==> config.mk <==
export PLATFORM = sky130hd
export DESIGN_NAME = hsv_blob_centroid_steering
export DESIGN_NICKNAME = d
export VERILOG_FILES = /design/src/sv/hbcs_pkg.sv /design/src/sv/hbcs_div.sv /design/src/sv/hbcs_accum.sv /design/src/sv/hsv_blob_centroid_steering.sv
export SDC_FILE = /design/constraint.sdc
export NUM_CORES = 1
export LEC_CHECK = 0
export BUFFER_PORTS_ARGS = -buffer_cell sky130_fd_sc_hd__buf_2
export CAP_MARGIN = 30
export CORE_ASPECT_RATIO = 0.5
export CORE_MARGIN = 1.5
export CORE_UTILIZATION = 57
export DETAILED_ROUTE_END_ITERATION = 12
export PLACE_DENSITY = 0.78
export RECOVER_POWER = 25
export SLEW_MARGIN = 5
export SYNTH_ARGS = -nofsm -noshare
export SYNTH_HDL_FRONTEND = slang
export SYNTH_HIERARCHICAL = 1
export SYNTH_SLANG_ARGS = --single-unit
==> constraint.sdc <==
create_clock -name clk_i -period 6.71 [get_ports clk_i]
set_input_delay 0.3355 -clock clk_i [delete_from_list [all_inputs] [get_ports clk_i]]
set_output_delay 0.3355 -clock clk_i [all_outputs]
set_load 0.005 [all_outputs]
==> src/sv/hbcs_pkg.sv <==
// Shared types, constants and register codes for the HSV blob centroid steering block.
package hbcs_pkg;

  // Pixel channels and configuration port.
  localparam int unsigned PIX_W      = 8;
  localparam int unsigned SIZE_W     = 12;
  localparam int unsigned CFG_IDX_W  = 3;
  localparam int unsigned CFG_DATA_W = 12;

  // Result fields.
  localparam int unsigned HIT_W  = 23;
  localparam int unsigned CENT_W = 11;
  localparam int unsigned VEL_W  = 16;
  localparam logic [HIT_W-1:0] HIT_MAX = {HIT_W{1'b1}};

  // Steering arithmetic: the offset is clipped to DIFF_W bits before the
  // multiply, which is wide enough that any clipped offset saturates anyway.
  localparam int unsigned GAIN_W = 16;
  localparam int unsigned DIFF_W = 24;
  localparam int unsigned PROD_W = DIFF_W + GAIN_W + 1;

  // Defaults for the top-level parameters.
  localparam int unsigned MAX_WIDTH_DEF        = 2048;
  localparam int unsigned MAX_HEIGHT_DEF       = 2048;
  localparam int unsigned FORWARD_GAIN_Q16_DEF = 131;
  localparam int unsigned TURN_GAIN_Q16_DEF    = 197;

  // Configuration register indexes.
  localparam logic [CFG_IDX_W-1:0] CFG_HUE_LOW      = 3'd0;
  localparam logic [CFG_IDX_W-1:0] CFG_HUE_HIGH     = 3'd1;
  localparam logic [CFG_IDX_W-1:0] CFG_SAT_LOW      = 3'd2;
  localparam logic [CFG_IDX_W-1:0] CFG_SAT_HIGH     = 3'd3;
  localparam logic [CFG_IDX_W-1:0] CFG_VAL_LOW      = 3'd4;
  localparam logic [CFG_IDX_W-1:0] CFG_VAL_HIGH     = 3'd5;
  localparam logic [CFG_IDX_W-1:0] CFG_FRAME_WIDTH  = 3'd6;
  localparam logic [CFG_IDX_W-1:0] CFG_FRAME_HEIGHT = 3'd7;

  // Configuration register reset values.
  localparam logic [PIX_W-1:0]  HUE_LOW_RST      = 8'd10;
  localparam logic [PIX_W-1:0]  HUE_HIGH_RST     = 8'd40;
  localparam logic [PIX_W-1:0]  SAT_LOW_RST      = 8'd90;
  localparam logic [PIX_W-1:0]  SAT_HIGH_RST     = 8'd255;
  localparam logic [PIX_W-1:0]  VAL_LOW_RST      = 8'd1;
  localparam logic [PIX_W-1:0]  VAL_HIGH_RST     = 8'd255;
  localparam logic [SIZE_W-1:0] FRAME_WIDTH_RST  = 12'd960;
  localparam logic [SIZE_W-1:0] FRAME_HEIGHT_RST = 12'd540;

  // Configuration register set as seen by the pixel datapath.
  typedef struct packed {
    logic [PIX_W-1:0]  hue_low;
    logic [PIX_W-1:0]  hue_high;
    logic [PIX_W-1:0]  sat_low;
    logic [PIX_W-1:0]  sat_high;
    logic [PIX_W-1:0]  val_low;
    logic [PIX_W-1:0]  val_high;
    logic [SIZE_W-1:0] frame_width;
    logic [SIZE_W-1:0] frame_height;
  } cfg_t;

endpackage

==> src/sv/hbcs_div.sv <==
// Shared restoring divider, one quotient bit per cycle.
module hbcs_div import hbcs_pkg::*; #(
  parameter int unsigned DW = 33
) (
  input  logic             clk_i,
  input  logic             rst_ni,
  input  logic             start_i,
  input  logic [DW-1:0]    dividend_i,
  input  logic [HIT_W-1:0] divisor_i,
  output logic             done_o,
  output logic [DW-1:0]    quotient_o
);

  localparam int unsigned CNT_W = (DW > 1) ? $clog2(DW) : 1;
  localparam logic [CNT_W-1:0] CNT_LAST = CNT_W'(DW - 1);

  logic             busy_q;
  logic             done_q;
  logic [CNT_W-1:0] cnt_q;
  logic [HIT_W-1:0] div_q;
  logic [HIT_W-1:0] rem_q;
  logic [DW-1:0]    quo_q;

  logic [HIT_W:0]   trial;
  logic             fits;
  logic [HIT_W-1:0] rem_d;

  // Shift the next dividend bit into the partial remainder and try a subtract.
  always_comb begin
    trial = {rem_q, quo_q[DW-1]};
    fits  = (trial >= {1'b0, div_q});
    rem_d = fits ? HIT_W'(trial - {1'b0, div_q}) : trial[HIT_W-1:0];
  end

  // The dividend is shifted out of the quotient register as quotient bits enter.
  always_ff @(posedge clk_i or negedge rst_ni) begin
    if (!rst_ni) begin
      busy_q <= 1'b0;
      done_q <= 1'b0;
      cnt_q  <= '0;
      div_q  <= '0;
      rem_q  <= '0;
      quo_q  <= '0;
    end else begin
      done_q <= 1'b0;
      if (start_i) begin
        busy_q <= 1'b1;
        cnt_q  <= '0;
        div_q  <= divisor_i;
        rem_q  <= '0;
        quo_q  <= dividend_i;
      end else if (busy_q) begin
        rem_q <= rem_d;
        quo_q <= {quo_q[DW-2:0], fits};
        cnt_q <= cnt_q + 1'b1;
        if (cnt_q == CNT_LAST) begin
          busy_q <= 1'b0;
          done_q <= 1'b1;
        end
      end
    end
  end

  assign done_o     = done_q;
  assign quotient_o = quo_q;

endmodule

==> src/sv/hbcs_accum.sv <==
// Pixel classifier, raster position tracking and per-frame match accumulators.
module hbcs_accum import hbcs_pkg::*; #(
  parameter int unsigned MAX_WIDTH  = MAX_WIDTH_DEF,
  parameter int unsigned MAX_HEIGHT = MAX_HEIGHT_DEF,
  localparam int unsigned XW  = $clog2(MAX_WIDTH),
  localparam int unsigned YW  = $clog2(MAX_HEIGHT),
  localparam int unsigned WEW = $clog2(MAX_WIDTH + 1),
  localparam int unsigned HEW = $clog2(MAX_HEIGHT + 1),
  localparam int unsigned SXW = XW + XW + YW,
  localparam int unsigned SYW = XW + YW + YW
) (
  input  logic             clk_i,
  input  logic             rst_ni,
  input  cfg_t             cfg_i,
  input  logic             pix_fire_i,
  input  logic [PIX_W-1:0] hue_i,
  input  logic [PIX_W-1:0] saturation_i,
  input  logic [PIX_W-1:0] brightness_i,
  input  logic             clear_i,
  output logic             frame_end_o,
  output logic [WEW-2:0]   half_w_o,
  output logic [HEW-2:0]   half_h_o,
  output logic [SXW-1:0]   col_sum_o,
  output logic [SYW-1:0]   row_sum_o,
  output logic [HIT_W-1:0] hit_o
);

  localparam int unsigned CWW = (WEW > SIZE_W) ? WEW : SIZE_W;
  localparam int unsigned CHW = (HEW > SIZE_W) ? HEW : SIZE_W;

  logic [XW-1:0]    col_q;
  logic [YW-1:0]    row_q;
  logic [SXW-1:0]   col_sum_q;
  logic [SYW-1:0]   row_sum_q;
  logic [HIT_W-1:0] hit_q;

  logic [CWW-1:0] w_raw;
  logic [CHW-1:0] h_raw;
  logic [WEW-1:0] w_eff;
  logic [HEW-1:0] h_eff;
  logic           match;
  logic           row_end;
  logic           frame_end;

  // Effective frame size: zero acts as one, oversize clips to the maximum.
  always_comb begin
    w_raw = CWW'(cfg_i.frame_width);
    h_raw = CHW'(cfg_i.frame_height);
    if (w_raw == '0) begin
      w_eff = WEW'(1);
    end else if (w_raw > CWW'(MAX_WIDTH)) begin
      w_eff = WEW'(MAX_WIDTH);
    end else begin
      w_eff = WEW'(w_raw);
    end
    if (h_raw == '0) begin
      h_eff = HEW'(1);
    end else if (h_raw > CHW'(MAX_HEIGHT)) begin
      h_eff = HEW'(MAX_HEIGHT);
    end else begin
      h_eff = HEW'(h_raw);
    end
  end

  // Inclusive window test on all three channels.
  assign match = (hue_i >= cfg_i.hue_low) && (hue_i <= cfg_i.hue_high) &&
                 (saturation_i >= cfg_i.sat_low) && (saturation_i <= cfg_i.sat_high) &&
                 (brightness_i >= cfg_i.val_low) && (brightness_i <= cfg_i.val_high);

  // A position at or past the last column or row ends the row or the frame.
  assign row_end   = (WEW'(col_q) >= (w_eff - 1'b1));
  assign frame_end = row_end && (HEW'(row_q) >= (h_eff - 1'b1));

  // Position counters and accumulators.
  always_ff @(posedge clk_i or negedge rst_ni) begin
    if (!rst_ni) begin
      col_q     <= '0;
      row_q     <= '0;
      col_sum_q <= '0;
      row_sum_q <= '0;
      hit_q     <= '0;
    end else if (clear_i) begin
      col_sum_q <= '0;
      row_sum_q <= '0;
      hit_q     <= '0;
    end else if (pix_fire_i) begin
      if (match) begin
        col_sum_q <= col_sum_q + SXW'(col_q);
        row_sum_q <= row_sum_q + SYW'(row_q);
        if (hit_q != HIT_MAX) begin
          hit_q <= hit_q + 1'b1;
        end
      end
      if (frame_end) begin
        col_q <= '0;
        row_q <= '0;
      end else if (row_end) begin
        col_q <= '0;
        row_q <= row_q + 1'b1;
      end else begin
        col_q <= col_q + 1'b1;
      end
    end
  end

  assign frame_end_o = frame_end;
  assign half_w_o    = w_eff[WEW-1:1];
  assign half_h_o    = h_eff[HEW-1:1];
  assign col_sum_o   = col_sum_q;
  assign row_sum_o   = row_sum_q;
  assign hit_o       = hit_q;

endmodule

==> src/sv/hsv_blob_centroid_steering.sv <==
// Top level: configuration registers, end-of-frame sequencer, steering math and result register.
//
// Pixels enter on the input channel (in_valid_i / in_stall_o) in raster order,
// one transfer per cycle while the block is accumulating. Each pixel is tested
// against six inclusive HSV bounds, and the block tracks column and row itself
// from the frame_width and frame_height registers.
// On the transfer of the last pixel of a frame the block holds in_stall_o high
// while a shared restoring divider forms the x and then the y centroid, one
// quotient bit per cycle, and one shared multiplier forms both velocities.
// The result then appears on the output channel. The divider width DW is the
// accumulator width (33 at the default 2048x2048 maximum). A frame with no
// matching pixel gives an all-zero result without running the divider.
// The result sits in an output register until out_stall_i is low; pixels keep
// flowing meanwhile, and only the next frame-end pixel waits for it.
// Reset restores the register defaults, clears the position and accumulators
// and empties the output register. Configuration writes go through cfg_we_i
// and take effect at once; they are meant for times when the block is idle.
module hsv_blob_centroid_steering import hbcs_pkg::*; #(
  parameter int unsigned MAX_WIDTH        = MAX_WIDTH_DEF,
  parameter int unsigned MAX_HEIGHT       = MAX_HEIGHT_DEF,
  parameter int unsigned FORWARD_GAIN_Q16 = FORWARD_GAIN_Q16_DEF,
  parameter int unsigned TURN_GAIN_Q16    = TURN_GAIN_Q16_DEF
) (
  input  logic                    clk_i,
  input  logic                    rst_ni,
  // Configuration write port.
  input  logic                    cfg_we_i,
  input  logic [CFG_IDX_W-1:0]    cfg_idx_i,
  input  logic [CFG_DATA_W-1:0]   cfg_data_i,
  // Pixel channel.
  input  logic                    in_valid_i,
  output logic                    in_stall_o,
  input  logic [PIX_W-1:0]        hue_i,
  input  logic [PIX_W-1:0]        saturation_i,
  input  logic [PIX_W-1:0]        brightness_i,
  // Result channel.
  output logic                    out_valid_o,
  input  logic                    out_stall_i,
  output logic                    target_found_o,
  output logic [CENT_W-1:0]       centroid_x_o,
  output logic [CENT_W-1:0]       centroid_y_o,
  output logic [HIT_W-1:0]        match_count_o,
  output logic signed [VEL_W-1:0] forward_velocity_o,
  output logic signed [VEL_W-1:0] turn_velocity_o
);

  localparam int unsigned XW   = $clog2(MAX_WIDTH);
  localparam int unsigned YW   = $clog2(MAX_HEIGHT);
  localparam int unsigned WEW  = $clog2(MAX_WIDTH + 1);
  localparam int unsigned HEW  = $clog2(MAX_HEIGHT + 1);
  localparam int unsigned SXW  = XW + XW + YW;
  localparam int unsigned SYW  = XW + YW + YW;
  localparam int unsigned DW   = (SXW > SYW) ? SXW : SYW;
  localparam int unsigned SATW = (DW + 2 > DIFF_W) ? DW + 2 : DIFF_W + 1;

  localparam logic signed [GAIN_W:0] FWD_GAIN = {1'b0, GAIN_W'(FORWARD_GAIN_Q16)};
  localparam logic signed [GAIN_W:0] TRN_GAIN = {1'b0, GAIN_W'(TURN_GAIN_Q16)};

  localparam logic signed [SATW-1:0]   DIFF_MAX = SATW'(2 ** (DIFF_W - 1) - 1);
  localparam logic signed [SATW-1:0]   DIFF_MIN = SATW'(-(2 ** (DIFF_W - 1)));
  localparam logic signed [PROD_W-1:0] VEL_MAX  = PROD_W'(2 ** (VEL_W - 1) - 1);
  localparam logic signed [PROD_W-1:0] VEL_MIN  = PROD_W'(-(2 ** (VEL_W - 1)));

  typedef enum logic [2:0] {
    ST_ACCUM,
    ST_CHECK,
    ST_DIV_X,
    ST_DIV_Y,
    ST_STEER_F,
    ST_STEER_T,
    ST_FINISH
  } state_e;

  // Clip the centroid offset to the multiplier operand width.
  function automatic logic signed [DIFF_W-1:0] clip_diff(input logic signed [SATW-1:0] v);
    logic signed [DIFF_W-1:0] r;
    if (v > DIFF_MAX) begin
      r = DIFF_MAX[DIFF_W-1:0];
    end else if (v < DIFF_MIN) begin
      r = DIFF_MIN[DIFF_W-1:0];
    end else begin
      r = v[DIFF_W-1:0];
    end
    return r;
  endfunction

  // Floor shift from Q16 to Q12, then saturate to the velocity range.
  function automatic logic signed [VEL_W-1:0] to_vel(input logic signed [PROD_W-1:0] p);
    logic signed [PROD_W-1:0] s;
    logic signed [VEL_W-1:0]  r;
    s = p >>> 4;
    if (s > VEL_MAX) begin
      r = VEL_MAX[VEL_W-1:0];
    end else if (s < VEL_MIN) begin
      r = VEL_MIN[VEL_W-1:0];
    end else begin
      r = s[VEL_W-1:0];
    end
    return r;
  endfunction

  cfg_t cfg_q;

  state_e                    state_q;
  logic [DW-1:0]             cx_q;
  logic [DW-1:0]             cy_q;
  logic signed [PROD_W-1:0]  prod_q;
  logic signed [VEL_W-1:0]   fwd_q;
  logic                      out_valid_q;
  logic                      found_q;
  logic [CENT_W-1:0]         cent_x_q;
  logic [CENT_W-1:0]         cent_y_q;
  logic [HIT_W-1:0]          count_q;
  logic signed [VEL_W-1:0]   fwd_out_q;
  logic signed [VEL_W-1:0]   turn_out_q;

  logic                      pix_fire;
  logic                      frame_end;
  logic [WEW-2:0]            half_w;
  logic [HEW-2:0]            half_h;
  logic [SXW-1:0]            col_sum;
  logic [SYW-1:0]            row_sum;
  logic [HIT_W-1:0]          hit;
  logic                      accum_clear;
  logic                      no_hit;

  logic                      div_start;
  logic [DW-1:0]             div_dividend;
  logic                      div_done;
  logic [DW-1:0]             div_quo;

  logic signed [SATW-1:0]    dx_wide;
  logic signed [SATW-1:0]    dy_wide;
  logic signed [DIFF_W-1:0]  mul_a;
  logic signed [GAIN_W:0]    mul_b;
  logic signed [PROD_W-1:0]  prod_d;

  // Configuration registers.
  always_ff @(posedge clk_i or negedge rst_ni) begin
    if (!rst_ni) begin
      cfg_q.hue_low      <= HUE_LOW_RST;
      cfg_q.hue_high     <= HUE_HIGH_RST;
      cfg_q.sat_low      <= SAT_LOW_RST;
      cfg_q.sat_high     <= SAT_HIGH_RST;
      cfg_q.val_low      <= VAL_LOW_RST;
      cfg_q.val_high     <= VAL_HIGH_RST;
      cfg_q.frame_width  <= FRAME_WIDTH_RST;
      cfg_q.frame_height <= FRAME_HEIGHT_RST;
    end else if (cfg_we_i) begin
      case (cfg_idx_i)
        CFG_HUE_LOW:      cfg_q.hue_low      <= cfg_data_i[PIX_W-1:0];
        CFG_HUE_HIGH:     cfg_q.hue_high     <= cfg_data_i[PIX_W-1:0];
        CFG_SAT_LOW:      cfg_q.sat_low      <= cfg_data_i[PIX_W-1:0];
        CFG_SAT_HIGH:     cfg_q.sat_high     <= cfg_data_i[PIX_W-1:0];
        CFG_VAL_LOW:      cfg_q.val_low      <= cfg_data_i[PIX_W-1:0];
        CFG_VAL_HIGH:     cfg_q.val_high     <= cfg_data_i[PIX_W-1:0];
        CFG_FRAME_WIDTH:  cfg_q.frame_width  <= cfg_data_i[SIZE_W-1:0];
        CFG_FRAME_HEIGHT: cfg_q.frame_height <= cfg_data_i[SIZE_W-1:0];
        default: ;
      endcase
    end
  end

  // Pixels flow while accumulating; a frame-end pixel also waits for a free result register.
  assign in_stall_o = (state_q != ST_ACCUM) || (out_valid_q && frame_end);
  assign pix_fire   = in_valid_i && !in_stall_o;

  assign no_hit      = (hit == '0);
  assign accum_clear = ((state_q == ST_CHECK) && no_hit) || (state_q == ST_FINISH);

  hbcs_accum #(
    .MAX_WIDTH  (MAX_WIDTH),
    .MAX_HEIGHT (MAX_HEIGHT)
  ) u_accum (
    .clk_i        (clk_i),
    .rst_ni       (rst_ni),
    .cfg_i        (cfg_q),
    .pix_fire_i   (pix_fire),
    .hue_i        (hue_i),
    .saturation_i (saturation_i),
    .brightness_i (brightness_i),
    .clear_i      (accum_clear),
    .frame_end_o  (frame_end),
    .half_w_o     (half_w),
    .half_h_o     (half_h),
    .col_sum_o    (col_sum),
    .row_sum_o    (row_sum),
    .hit_o        (hit)
  );

  // The divider runs the column sum first, then the row sum.
  assign div_start    = ((state_q == ST_CHECK) && !no_hit) ||
                        ((state_q == ST_DIV_X) && div_done);
  assign div_dividend = (state_q == ST_CHECK) ? DW'(col_sum) : DW'(row_sum);

  hbcs_div #(
    .DW (DW)
  ) u_div (
    .clk_i      (clk_i),
    .rst_ni     (rst_ni),
    .start_i    (div_start),
    .dividend_i (div_dividend),
    .divisor_i  (hit),
    .done_o     (div_done),
    .quotient_o (div_quo)
  );

  // Offsets from frame center, and one shared multiplier for both gains.
  always_comb begin
    dx_wide = $signed(SATW'(half_w)) - $signed(SATW'(cx_q));
    dy_wide = $signed(SATW'(half_h)) - $signed(SATW'(cy_q));
    if (state_q == ST_STEER_F) begin
      mul_a = clip_diff(dy_wide);
      mul_b = FWD_GAIN;
    end else begin
      mul_a = clip_diff(dx_wide);
      mul_b = TRN_GAIN;
    end
    prod_d = mul_a * mul_b;
  end

  // End-of-frame sequencer and result register.
  always_ff @(posedge clk_i or negedge rst_ni) begin
    if (!rst_ni) begin
      state_q     <= ST_ACCUM;
      cx_q        <= '0;
      cy_q        <= '0;
      prod_q      <= '0;
      fwd_q       <= '0;
      out_valid_q <= 1'b0;
      found_q     <= 1'b0;
      cent_x_q    <= '0;
      cent_y_q    <= '0;
      count_q     <= '0;
      fwd_out_q   <= '0;
      turn_out_q  <= '0;
    end else begin
      if (out_valid_q && !out_stall_i) begin
        out_valid_q <= 1'b0;
      end
      case (state_q)
        ST_ACCUM: begin
          if (pix_fire && frame_end) begin
            state_q <= ST_CHECK;
          end
        end
        ST_CHECK: begin
          if (no_hit) begin
            out_valid_q <= 1'b1;
            found_q     <= 1'b0;
            cent_x_q    <= '0;
            cent_y_q    <= '0;
            count_q     <= '0;
            fwd_out_q   <= '0;
            turn_out_q  <= '0;
            state_q     <= ST_ACCUM;
          end else begin
            state_q <= ST_DIV_X;
          end
        end
        ST_DIV_X: begin
          if (div_done) begin
            cx_q    <= div_quo;
            state_q <= ST_DIV_Y;
          end
        end
        ST_DIV_Y: begin
          if (div_done) begin
            cy_q    <= div_quo;
            state_q <= ST_STEER_F;
          end
        end
        ST_STEER_F: begin
          prod_q  <= prod_d;
          state_q <= ST_STEER_T;
        end
        ST_STEER_T: begin
          fwd_q   <= to_vel(prod_q);
          prod_q  <= prod_d;
          state_q <= ST_FINISH;
        end
        ST_FINISH: begin
          out_valid_q <= 1'b1;
          found_q     <= 1'b1;
          cent_x_q    <= cx_q[CENT_W-1:0];
          cent_y_q    <= cy_q[CENT_W-1:0];
          count_q     <= hit;
          fwd_out_q   <= fwd_q;
          turn_out_q  <= to_vel(prod_q);
          state_q     <= ST_ACCUM;
        end
        default: begin
          state_q <= ST_ACCUM;
        end
      endcase
    end
  end

  assign out_valid_o        = out_valid_q;
  assign target_found_o     = found_q;
  assign centroid_x_o       = cent_x_q;
  assign centroid_y_o       = cent_y_q;
  assign match_count_o      = count_q;
  assign forward_velocity_o = fwd_out_q;
  assign turn_velocity_o    = turn_out_q;

endmodule
Word level (Yosys, flattened, before mapping)
Index checks and enable logic that the tools add are counted.
- multiplexer cells: 58
- equal/unequal tests: 19
- add/subtract/negate cells: 11
- $lt $le $gt $ge: 17
- reductions and logical operators: 48
- multiply operators: 1
- bitwise operators: 1
- operator list (operator ; number):
    two-way mux 33 bit ; 9
    two-way mux 23 bit ; 8
    two-way mux 24 bit ; 5
    greater-than comparator 34 x 24 -> 1 bit, second input constant ; 2
    less-than comparator 34 x 24 -> 1 bit, second input constant ; 2
    subtractor 11 x 33 -> 34 bit ; 2
    adder 33 x 11 -> 33 bit ; 2
    one-hot mux 16 bit (2 select lines) ; 2
    two-way mux 11 bit ; 5
    two-way mux 12 bit ; 4
    two-way mux 16 bit ; 3
    one-hot mux 23 bit (2 select lines) ; 1
    one-hot mux 11 bit (2 select lines) ; 2
    greater-than comparator 37 x 16 -> 1 bit, second input constant ; 1
    less-than comparator 37 x 16 -> 1 bit, second input constant ; 1
    multiplier 24 x 9 -> 33 bit ; 1
    AND reduction 2 bit ; 13
    >= comparator 11 x 12 -> 1 bit ; 2
    >= comparator 24 x 23 -> 1 bit ; 1
    >= comparator 8 bit ; 3
    greater-than comparator 12 bit, second input constant ; 2
    less-or-equal comparator 8 bit ; 3
    logical NOT 12 bit ; 2
    subtractor 12 x 1 -> 12 bit, second input constant ; 2
    other kinds (28) ; 77
- word-level logic and storage cells: 186
- register bits after elaboration: 475
- input port bits: 44

Logic depth before layout (Yosys ltp)
Gate-level depths: netlist (run 1).
- depth in word-level cells: 13
- mapped depth: 36

By module
The synthesis (run 1) kept the hierarchy.
- by module, submodules not included (module ; cells each ; area each (um^2) ; times used):
    hsv_blob_centroid_steering ; 1792 ; 17526.8 ; 1
    hbcs_accum ; 1106 ; 9165.0 ; 1
    hbcs_div ; 576 ; 5094.9 ; 1

Least setup slack after synthesis (run 1)
Ideal clock, no wire load.
- path type: register -> register
- start point: register cfg_q[11] in the netlist's numbering
- end point: register prod_q[31]
- arrival: 6.927 ns
- library setup time: 0.136 ns
- setup slack: -0.352 ns
- stages on the path, launching flop included: 32
- required time: 6.574 ns
- cell sequence: dfrtp_1 -> clkbuf_1 -> nor2_1 -> ha_1 -> a211oi_2 -> o21ai_0 -> a221oi_1 -> buf_2 -> nor2_1 -> xnor2_1 -> nand3_1 -> o21ai_2 -> buf_4 -> buf_6 -> nand4_1 -> nand2_1 -> ha_1 -> ha_1 -> fa_1 -> inv_1 -> fa_1 -> inv_1 -> ha_1 -> and3_1 -> nor3b_1 -> a211oi_1 -> o31ai_1 -> a31oi_1 -> o22ai_1 -> a211oi_1 -> xnor2_1 -> o21ai_0
- longest elaborated chain between the ends: 9
- elaborated cells between the ends (all ways): 11
- those cells by class: 1 x add/sub; 1 x mul; 3 x order compare; 5 x mux; 1 x reduce/logical
- RTL lines (item ; RTL line ; RTL):
    start: declaration ; hsv_blob_centroid_steering.sv:102 ; cfg_t cfg_q;
    greater-than comparator 12 bit ; hbcs_accum.sv:58 ; end else if (h_raw > CHW'(MAX_HEIGHT)) begin
    two-way mux 12 bit ; hbcs_accum.sv:58 ;
    two-way mux 12 bit * ; hbcs_accum.sv:56 ; if (h_raw == '0) begin
    named net half_h[4] ; hsv_blob_centroid_steering.sv:120 ; logic [HEW-2:0] half_h;
    subtractor 11 x 33 -> 34 bit * ; hsv_blob_centroid_steering.sv:211 ; dy_wide = $signed(SATW'(half_h)) - $signed(SATW'(cy_q));
    less-than comparator 34 x 24 -> 1 bit ; hsv_blob_centroid_steering.sv:79 ; end else if (v < DIFF_MIN) begin
    two-way mux 24 bit ; hsv_blob_centroid_steering.sv:79 ;
    two-way mux 24 bit * ; hsv_blob_centroid_steering.sv:77 ; if (v > DIFF_MAX) begin
    two-way mux 24 bit * ; hsv_blob_centroid_steering.sv:212 ; if (state_q == ST_STEER_F) begin
    multiplier 24 x 9 -> 33 bit * ; hsv_blob_centroid_steering.sv:219 ; prod_d = mul_a * mul_b;
    end signal: assignment ; hsv_blob_centroid_steering.sv:274 ; prod_q <= prod_d;
    end signal: assignment ; hsv_blob_centroid_steering.sv:279 ; prod_q <= prod_d;
    end: declaration ; hsv_blob_centroid_steering.sv:107 ; logic signed [PROD_W-1:0] prod_q;
The timed path passes the listed nets; every way through them passes the cells marked *.
A chain may end at the register's enable or synchronous reset.

Worst setup path after layout (run 1)
- start point: register cfg_q[23] in the netlist's numbering
- end point: register prod_q[32]
- longest elaborated chain between the ends: 9
- elaborated cells between the ends (all ways): 11
- those cells by class: 1 x add/sub; 1 x mul; 3 x order compare; 5 x mux; 1 x reduce/logical
- RTL lines (item ; RTL line ; RTL):
    greater-than comparator 12 bit ; hbcs_accum.sv:51 ; end else if (w_raw > CWW'(MAX_WIDTH)) begin
    two-way mux 12 bit ; hbcs_accum.sv:51 ;
    two-way mux 12 bit * ; hbcs_accum.sv:49 ; if (w_raw == '0) begin
    named net half_w[7] ; hsv_blob_centroid_steering.sv:119 ; logic [WEW-2:0] half_w;
    subtractor 11 x 33 -> 34 bit * ; hsv_blob_centroid_steering.sv:210 ; dx_wide = $signed(SATW'(half_w)) - $signed(SATW'(cx_q));
    less-than comparator 34 x 24 -> 1 bit ; hsv_blob_centroid_steering.sv:79 ;
    two-way mux 24 bit ; hsv_blob_centroid_steering.sv:79 ;
    two-way mux 24 bit * ; hsv_blob_centroid_steering.sv:77 ;
    two-way mux 24 bit * ; hsv_blob_centroid_steering.sv:212 ;
    multiplier 24 x 9 -> 33 bit * ; hsv_blob_centroid_steering.sv:219 ;
Marks and branches as above.

==> impl_results.md, run 1 <==
- Clock Latency Late Sink: ~0.60 ns
- Antenna fix cells: 0
- Synth async-reset ratio: 1.000
- First-pass GRT wire length: 147000 um
- H-tree Lvls: 2
- Maximum net fanout on the critical path: 6
- Post-synth EDFFs: 0
- Final setup violation count: 20
- CP max stage cell: fa_1
- Yosys reg bits: 463
- Worst slew pin tran: between 4 and 5 ns
- Largest net degree at the start of global routing: roughly 170
- Cts bufs inserted: 44
- CTS Sinks: between 400 and 500
- Fin Clk Skew: ~0.027 ns
- Most frequent CP cell: o211ai_1
- Die Y: 170.0 um
- Post-Synthesis Cells: approximately 3500
- HPWL Detailed: ~66000 um
- Synth unique cells: around 110
- Port Buffers: between 100 and 150
- Slew HR: -1.744
- Routability Congestion: between 0.9 and 1
- Outcome: complete, but fails checks
- Fin crit share: 1.096
- Max cap viols: 2
- LEAKAGE: between 0.015 and 0.02 uW
- Fin. max-slew vios: between 200 and 250
- Vias per Instance: roughly 6
- Drt pass-1 iters: 6
- Crit end category: flip-flop
- Tot GR Track Use: 0.3188
- DIE WIDTH: approximately 340 um
- Cells after DPL: around 4500
- TritonCTS clock tree: built
- Remaining DRCs: 0
- Setup TNS: -6.356 ns
- Arrival time at the worst endpoint: approximately 7.9 ns
- Violation count after the first detailed-route iteration: ~2900
- Area growth syn-to-layout: 20.94%
- Initial antenna violation count: 0
- Post-DRT Antenna Nets: 0
- Final Instance Count excl. Fillers: roughly 4600
- Clk slew on worst S/H paths: 0.07 ns
- Starting density of the core: 0.5840
- Synth warnings: 6
- Row cnt: 60
- Peak VDD IR: around 740 uV
- Die Footprint: roughly 57000 um^2
- Primary FF master, synth: dfrtp_1
- Fin. Hold Viols: 0
- Total gr overflow: 0
- Crit-path max cell delay: 0.54 ns
- Worst hold path type: in -> reg
- Max Fclk: 136.0 MHz
- Most frequent cells in the layout: 450 x nand2_1, 427 x dfrtp_1, 377 x buf_4, 240 x inv_1, 217 x o21ai_0
- Failing checks: capacitance limit, slew limit, setup timing
- Sequential share of the synthesized area: 0.3658
- RSZ-0062 raised after global routing: true
- Layout cell share with drive strength beyond 1: 0.2513
- Fillcell total: between 3000 and 4000
- Req. time, crit path: between 7 and 8 ns
- Tot Pwr: approximately 14000 uW
- Post-DR wirelength/cell: between 20 and 25 um
- Vias in the first global route: ~27000
- Fin crit period: roughly 7.4 ns
- CP Launch Type: flip-flop
- Avg Cell Area, Syn: about 9.1 um^2
- DRT Wirelength: 95580 um
- Most common cell after layout, fill and taps aside: nand2_1
- CTS root buffer: clkbuf_16
- Pre-CTS WS: -0.4139 ns
- Worst Setup Path Type: reg -> reg
- Final #Nets: 4233
- Pwr dens: ~370 nW/um^2
- Maximum root-to-sink buffer count: 3
- DR vias: between 20000 and 30000
- # IOs: roughly 120
- Layout Utilization: 0.7063
- PnR worst setup slack: -0.6452 ns
- Post-Syn Area: 31790 um^2
- Core box area: between 50000 and 60000 um^2
## registers in the layout, summed over array words and instances (netlist names), 23 cells and up
name               flops
u_accum/row_sum_o     33
cx_q                  33
prod_q                29
u_div/div_q           23
u_accum/hit_o         23
cy_q                  33
u_div/quotient_o      33
u_div/rem_q           23
u_accum/col_sum_o     33
match_count_o         23
cfg_q                 72
## critical path, delay by kind of cell (launching register included)
kind	cells	cell delay (ns)
fa+ha+maj	6	2.19
simple gates	6	1.14
xor+xnor	1	0.24
compound gates	11	2.52
buf+inv	6	0.68
flops	1	0.48
## cells in the mapped netlist, types with 56 or more instances
master | instances | area (um^2)
a21oi_1 | 195 | 975.9
o31ai_1 | 56 | 420.4
nor2_1 | 142 | 533.0
clkbuf_1 | 147 | 551.8
mux2_2 | 167 | 1881
nand3_1 | 98 | 490.5
nand2_1 | 456 | 1712
dfrtp_1 | 430 | 10760
o21ai_0 | 252 | 1261
xnor2_1 | 85 | 744.5
ha_1 | 266 | 3328
inv_1 | 255 | 957.2
## cell type report
| type | instances | area, um^2 | share of cell area |
|---|---|---|---|
| repair buffers | 529 | 3795 | 0.09872 |
| clock inverters | 22 | 276.5 | 0.007193 |
| well taps | 744 | 930.9 | 0.02422 |
| multi-input cells | 2576 | 19620 | 0.5105 |
| clock buffers | 58 | 1225 | 0.03186 |
| inverters | 255 | 957.2 | 0.02490 |
| flip-flops and latches | 463 | 11630 | 0.3026 |
## report_power, final
part	total, uW	switching [uW]	internal, uW	leakage (uW)
logic	8660	4340	4320	0.0112
clock network	2670	1180	1490	0.000733
registers	2980	63.6	2920	0.00604
total	14300	5580	8730	0.0180
## worst paths after layout
| kind | startpoint | end | slack (ns) | cells past startpoint |
|---|---|---|---|---|
| setup / recovery | cfg_q[23]$_DFFE_PN0P_ | prod_q[32]$_DFFE_PN0N_ | -0.65 | 30 |
| min in group asynchronous | rst_ni | u_accum/row_sum_o[18]$_DFFE_PN0P_ | 1.74 | 2 |
| setup reg to reg | cfg_q[23]$_DFFE_PN0P_ | prod_q[32]$_DFFE_PN0N_ | -0.65 | 30 |
| hold reg to reg | fwd_q[11]$_DFFE_PN0N_ | fwd_q[11]$_DFFE_PN0N_ | 0.49 | 2 |
| max in group asynchronous | rst_ni | cfg_q[23]$_DFFE_PN0P_ | 0.74 | 3 |
| hold / removal | cfg_data_i[10] | cfg_q[10]$_DFFE_PN0P_ | 0.01 | 2 |
## metal layers
metal	global-route usage	wire [um]	vias up
met1	0.4484	40920	14020
li1	-	-	13170
met4	0.08519	3136	0
met3	0.04820	7219	253
met2	0.5149	44300	1216
met5	0	0	-
## repair_timing
action | CTS | global route
endpoints found under the setup margin | 19 | 124
buffers inserted | 54 | 24
hold buffers | 2 | 0
resized for setup | 116 | 121
hold endpoints to repair | 69 | 0
gates cloned | 4 | 2
pin swaps | 61 | 94
## per-stage QoR
step | cell area, um^2 | hold WS [ns]
3_3_place_gp | 35200 | 0.3617
2_1_floorplan | 31890 | 0.03991
3_5_place_dp | 35220 | 0.3585
5_1_grt | 38440 | 0.01026
4_1_cts | 37730 | 0.001030
6_report | 38440 | 0.01307
## kinds of logic after synthesis
kind of cell | share of synthesized area
adders and majority gates | 0.1387
other | 0.0001180
DFF | 0.3658
buffers and inverters | 0.05393
xor gates and xnor gates | 0.03472
muxes | 0.07160
AOI/OAI and AO/OA | 0.1636
and+or+nand+nor | 0.1716
No activity file was read; power rests on OpenSTA's default activity.
==> run 2, diff against run 1 <==
--- a/config.mk
+++ b/config.mk
@@ -11,6 +11,7 @@
 export CORE_MARGIN = 1.5
 export CORE_UTILIZATION = 57
 export DETAILED_ROUTE_END_ITERATION = 12
+export MAX_ROUTING_LAYER = met4
 export PLACE_DENSITY = 0.78
 export RECOVER_POWER = 25
 export SLEW_MARGIN = 5
==> run 2 against run 1 <==
Net effect: the run still ends with capacitance limit, slew limit, setup timing left; worst hold slack better by 0.14 ns; maximum frequency up 0.93%; utilization up 0.74 points; largest power group unchanged; clock power down 2%; clock skew up 0.011 ns; final area up 1.0%; global-route usage up 1.5 points; critical path depth unchanged; critical endpoint unchanged.
==> impl_results.md, run 2 (same netlist as run 1, synthesis figures left out) <==
- # IOs: 124 (unchanged)
- Cts bufs inserted: 44 (unchanged)
- Port Buffers: 123 (unchanged)
- Fin crit period: 7.287 ns (-0.06809 ns)
- Fin area: 38840 um^2 (+1.0%)
- PnR worst setup slack: -0.5771 ns (+0.06809 ns)
- Req. time, crit path: 7.21 ns (-0.02 ns)
- Routability Congestion: 1.013 (+5.2%)
- Cells after DPL: 4481 (-0.11%)
- CP Launch Type: flip-flop
- Worst slew pin tran: 3.189 ns (-0.9271 ns)
- LEAKAGE: 0.01825 uW (+1.5%)
- Max FFs per register: 72 (unchanged)
- Clock Latency Late Sink: 0.61 ns (about the same)
- CTS root buffer: clkbuf_16
- DRT Wirelength: 97480 um (+2.0%)
- Pre-CTS WS: -0.4965 ns (-0.08265 ns)
- Most common cell after layout, fill and taps aside: nand2_1
- Post-DP Area: 35210 um^2 (about the same)
- Vias per Instance: 6.183 (+0.26%)
- Die Footprint: 57280 um^2 (unchanged)
- Failing checks: capacitance limit, slew limit, setup timing
- Remaining DRCs: 0 (unchanged)
- Maximum root-to-sink buffer count: 3 (unchanged)
- Fillcell total: 3794 (-3.9%)
- TritonCTS clock tree: built
- Crit end category: flip-flop
- Most frequent cells in the layout: 449 x nand2_1, 428 x dfrtp_1, 366 x buf_4, 235 x inv_1, 217 x o21ai_0
- Max cap viols: 1 (-1)
- Layout cell share with drive strength beyond 1: 0.2676 (+0.01621)
- H-tree Lvls: 2 (unchanged)
- Fin. max-slew vios: 120 (-50%)
- HPWL Detailed: 65990 um (-0.51%)
- Crit-path max cell delay: 0.57 ns (+0.03 ns)
- Starting density of the core: 0.5840 (unchanged)
- Vias in the first global route: 27790 (+1.5%)
- Row cnt: 60 (unchanged)
- Final #Nets: 4245 (+0.28%)
- Largest net degree at the start of global routing: 121 (-28%)
- Fin Clk Skew: 0.03827 ns (+0.01147 ns)
- Worst hold path type: in -> reg
- Arrival time at the worst endpoint: 7.79 ns (-0.08 ns)
- Worst Setup Path Type: reg -> reg
- Outcome: complete, but fails checks
- DIE WIDTH: 337.0 um (unchanged)
- Final setup violation count: 19 (-5.0%)
- CP max stage cell: fa_1
- Peak VDD IR: 703.7 uV (-5.5%)
- Total gr overflow: 0 (unchanged)
- Post-DRT Antenna Nets: 0 (unchanged)
- Layout Utilization: 0.7137 (+0.007402)
- Core box area: 54430 um^2 (unchanged)
- RSZ-0062 raised after global routing: true
- First-pass GRT wire length: 149000 um (+1.4%)
- Maximum net fanout on the critical path: 6 (unchanged)
- Area growth syn-to-layout: 22.20%
- Slew HR: -1.126 (+0.6181)
- Post-DR wirelength/cell: 20.91 um (+1.7%)
- Fin crit share: 1.086 (-0.01015)
- CTS Sinks: 463 (unchanged)
- Clk slew on worst S/H paths: 0.06 ns (about the same)
- Initial antenna violation count: 1 (+1)
- Most frequent CP cell: o211ai_1
- Max Fclk: 137.2 MHz (+0.93%)
- DR vias: 28820 (+0.59%)
- Die Y: 170.0 um (unchanged)
- Fin. Hold Viols: 0 (unchanged)
- Top reg by flops: cfg_q
- Setup TNS: -5.315 ns (+1.042 ns)
- Violation count after the first detailed-route iteration: 3037 (+6.5%)
- Final Instance Count excl. Fillers: 4662 (+0.32%)
- Drt pass-1 iters: 8 (+2)
- Pwr dens: 385.5 nW/um^2 (+3.6%)
- Tot GR Track Use: 0.3336 (+0.01480)
-- run 2: cell types whose count changed in the layout (fill, tap and decap cells not counted), moves of 5 or more --
cell,change
a21oi_1,-9
ha_1,-7
inv_1,-5
a21oi_2,+9
nand3_2,+5
clkbuf_1,-20
buf_6,+14
buf_4,-11
ha_4,+5
buf_2,+25
-- run 2: worst paths after layout --
path / from / endpoint / slack [ns] / depth (start not counted)
max: cfg_q[23]$_DFFE_PN0P_ / prod_q[32]$_DFFE_PN0N_ / -0.58 / 30
min: cfg_data_i[4] / cfg_q[16]$_DFFE_PN0P_ / 0.15 / 2
max reg2reg: cfg_q[23]$_DFFE_PN0P_ / prod_q[32]$_DFFE_PN0N_ / -0.58 / 30
min reg2reg: fwd_q[8]$_DFFE_PN0N_ / forward_velocity_o[8]$_DFFE_PN0P_ / 0.48 / 2
max in group asynchronous: rst_ni / cy_q[29]$_DFFE_PN0P_ / 3.11 / 4
min in group asynchronous: rst_ni / cfg_q[38]$_DFFE_PN0P_ / 1.30 / 2
-- run 2: layer usage --
layer / vias to the layer above / GRT usage / part of all wire / routed length [um]
met5: - / - / 0 / 0
met1: 14050 / 0.4513 / 0.43 / 42010
met4: 0 / 0.09459 / 0.033 / 3250
li1: 13200 / - / - / -
met2: 1315 / 0.5217 / 0.46 / 45030
met3: 260 / 0.05185 / 0.074 / 7192
-- run 2: power by group --
part	switching, uW	internal [uW]	total [uW]
clock	1190	1420	2620
combinational	4780	4600	9380
sequential	61.0	2920	2980
-- run 2: cell type report --
cell class                      count  area (um^2)  share of cell area
Multi-Input combinational cell   2576        19850              0.5110
Sequential cell                   463        11630              0.2995
Timing Repair Buffer              541         4009              0.1032
Clock buffer                       66         1285             0.03308
Inverter                          255        959.7             0.02471
Tap cell                          744        930.9             0.02396
Clock inverter                     16        177.7            0.004574
Antenna cell                        1        2.502          0.00006442
-- run 2: timing repair --
action | CTS | global route
buffers inserted | 67 | 20
gates resized for setup | 179 | 117
hold endpoints to repair | 90 | 0
endpoints found under the setup margin | 21 | 86
gates cloned | 6 | 2
pin swaps | 139 | 95
hold buffers | 6 | 0
-- run 2: worst max-delay path, delay by kind of cell (launching register included) --
| kind | cells | cell delay [ns] |
|---|---|---|
| XOR/XNOR | 1 | 0.21 |
| buffers and inverters | 7 | 0.88 |
| AND/OR/NAND/NOR | 6 | 1.08 |
| flip-flops | 1 | 0.39 |
| AO/OA/AOI/OAI | 10 | 2.61 |
| adder cells (fa/ha/maj) | 6 | 2.02 |
-- run 2: stage by stage --
| step | hold WS, ns | power (uW) |
|---|---|---|
| after floorplan | 0.03991 | 6695 |
| after detailed placement | 0.4694 | 9390 |
| after global routing | 0.1420 | 15560 |
| after CTS | 0.1349 | 13060 |
| after global placement | 0.4610 | 9189 |
| final | 0.1536 | 14980 |
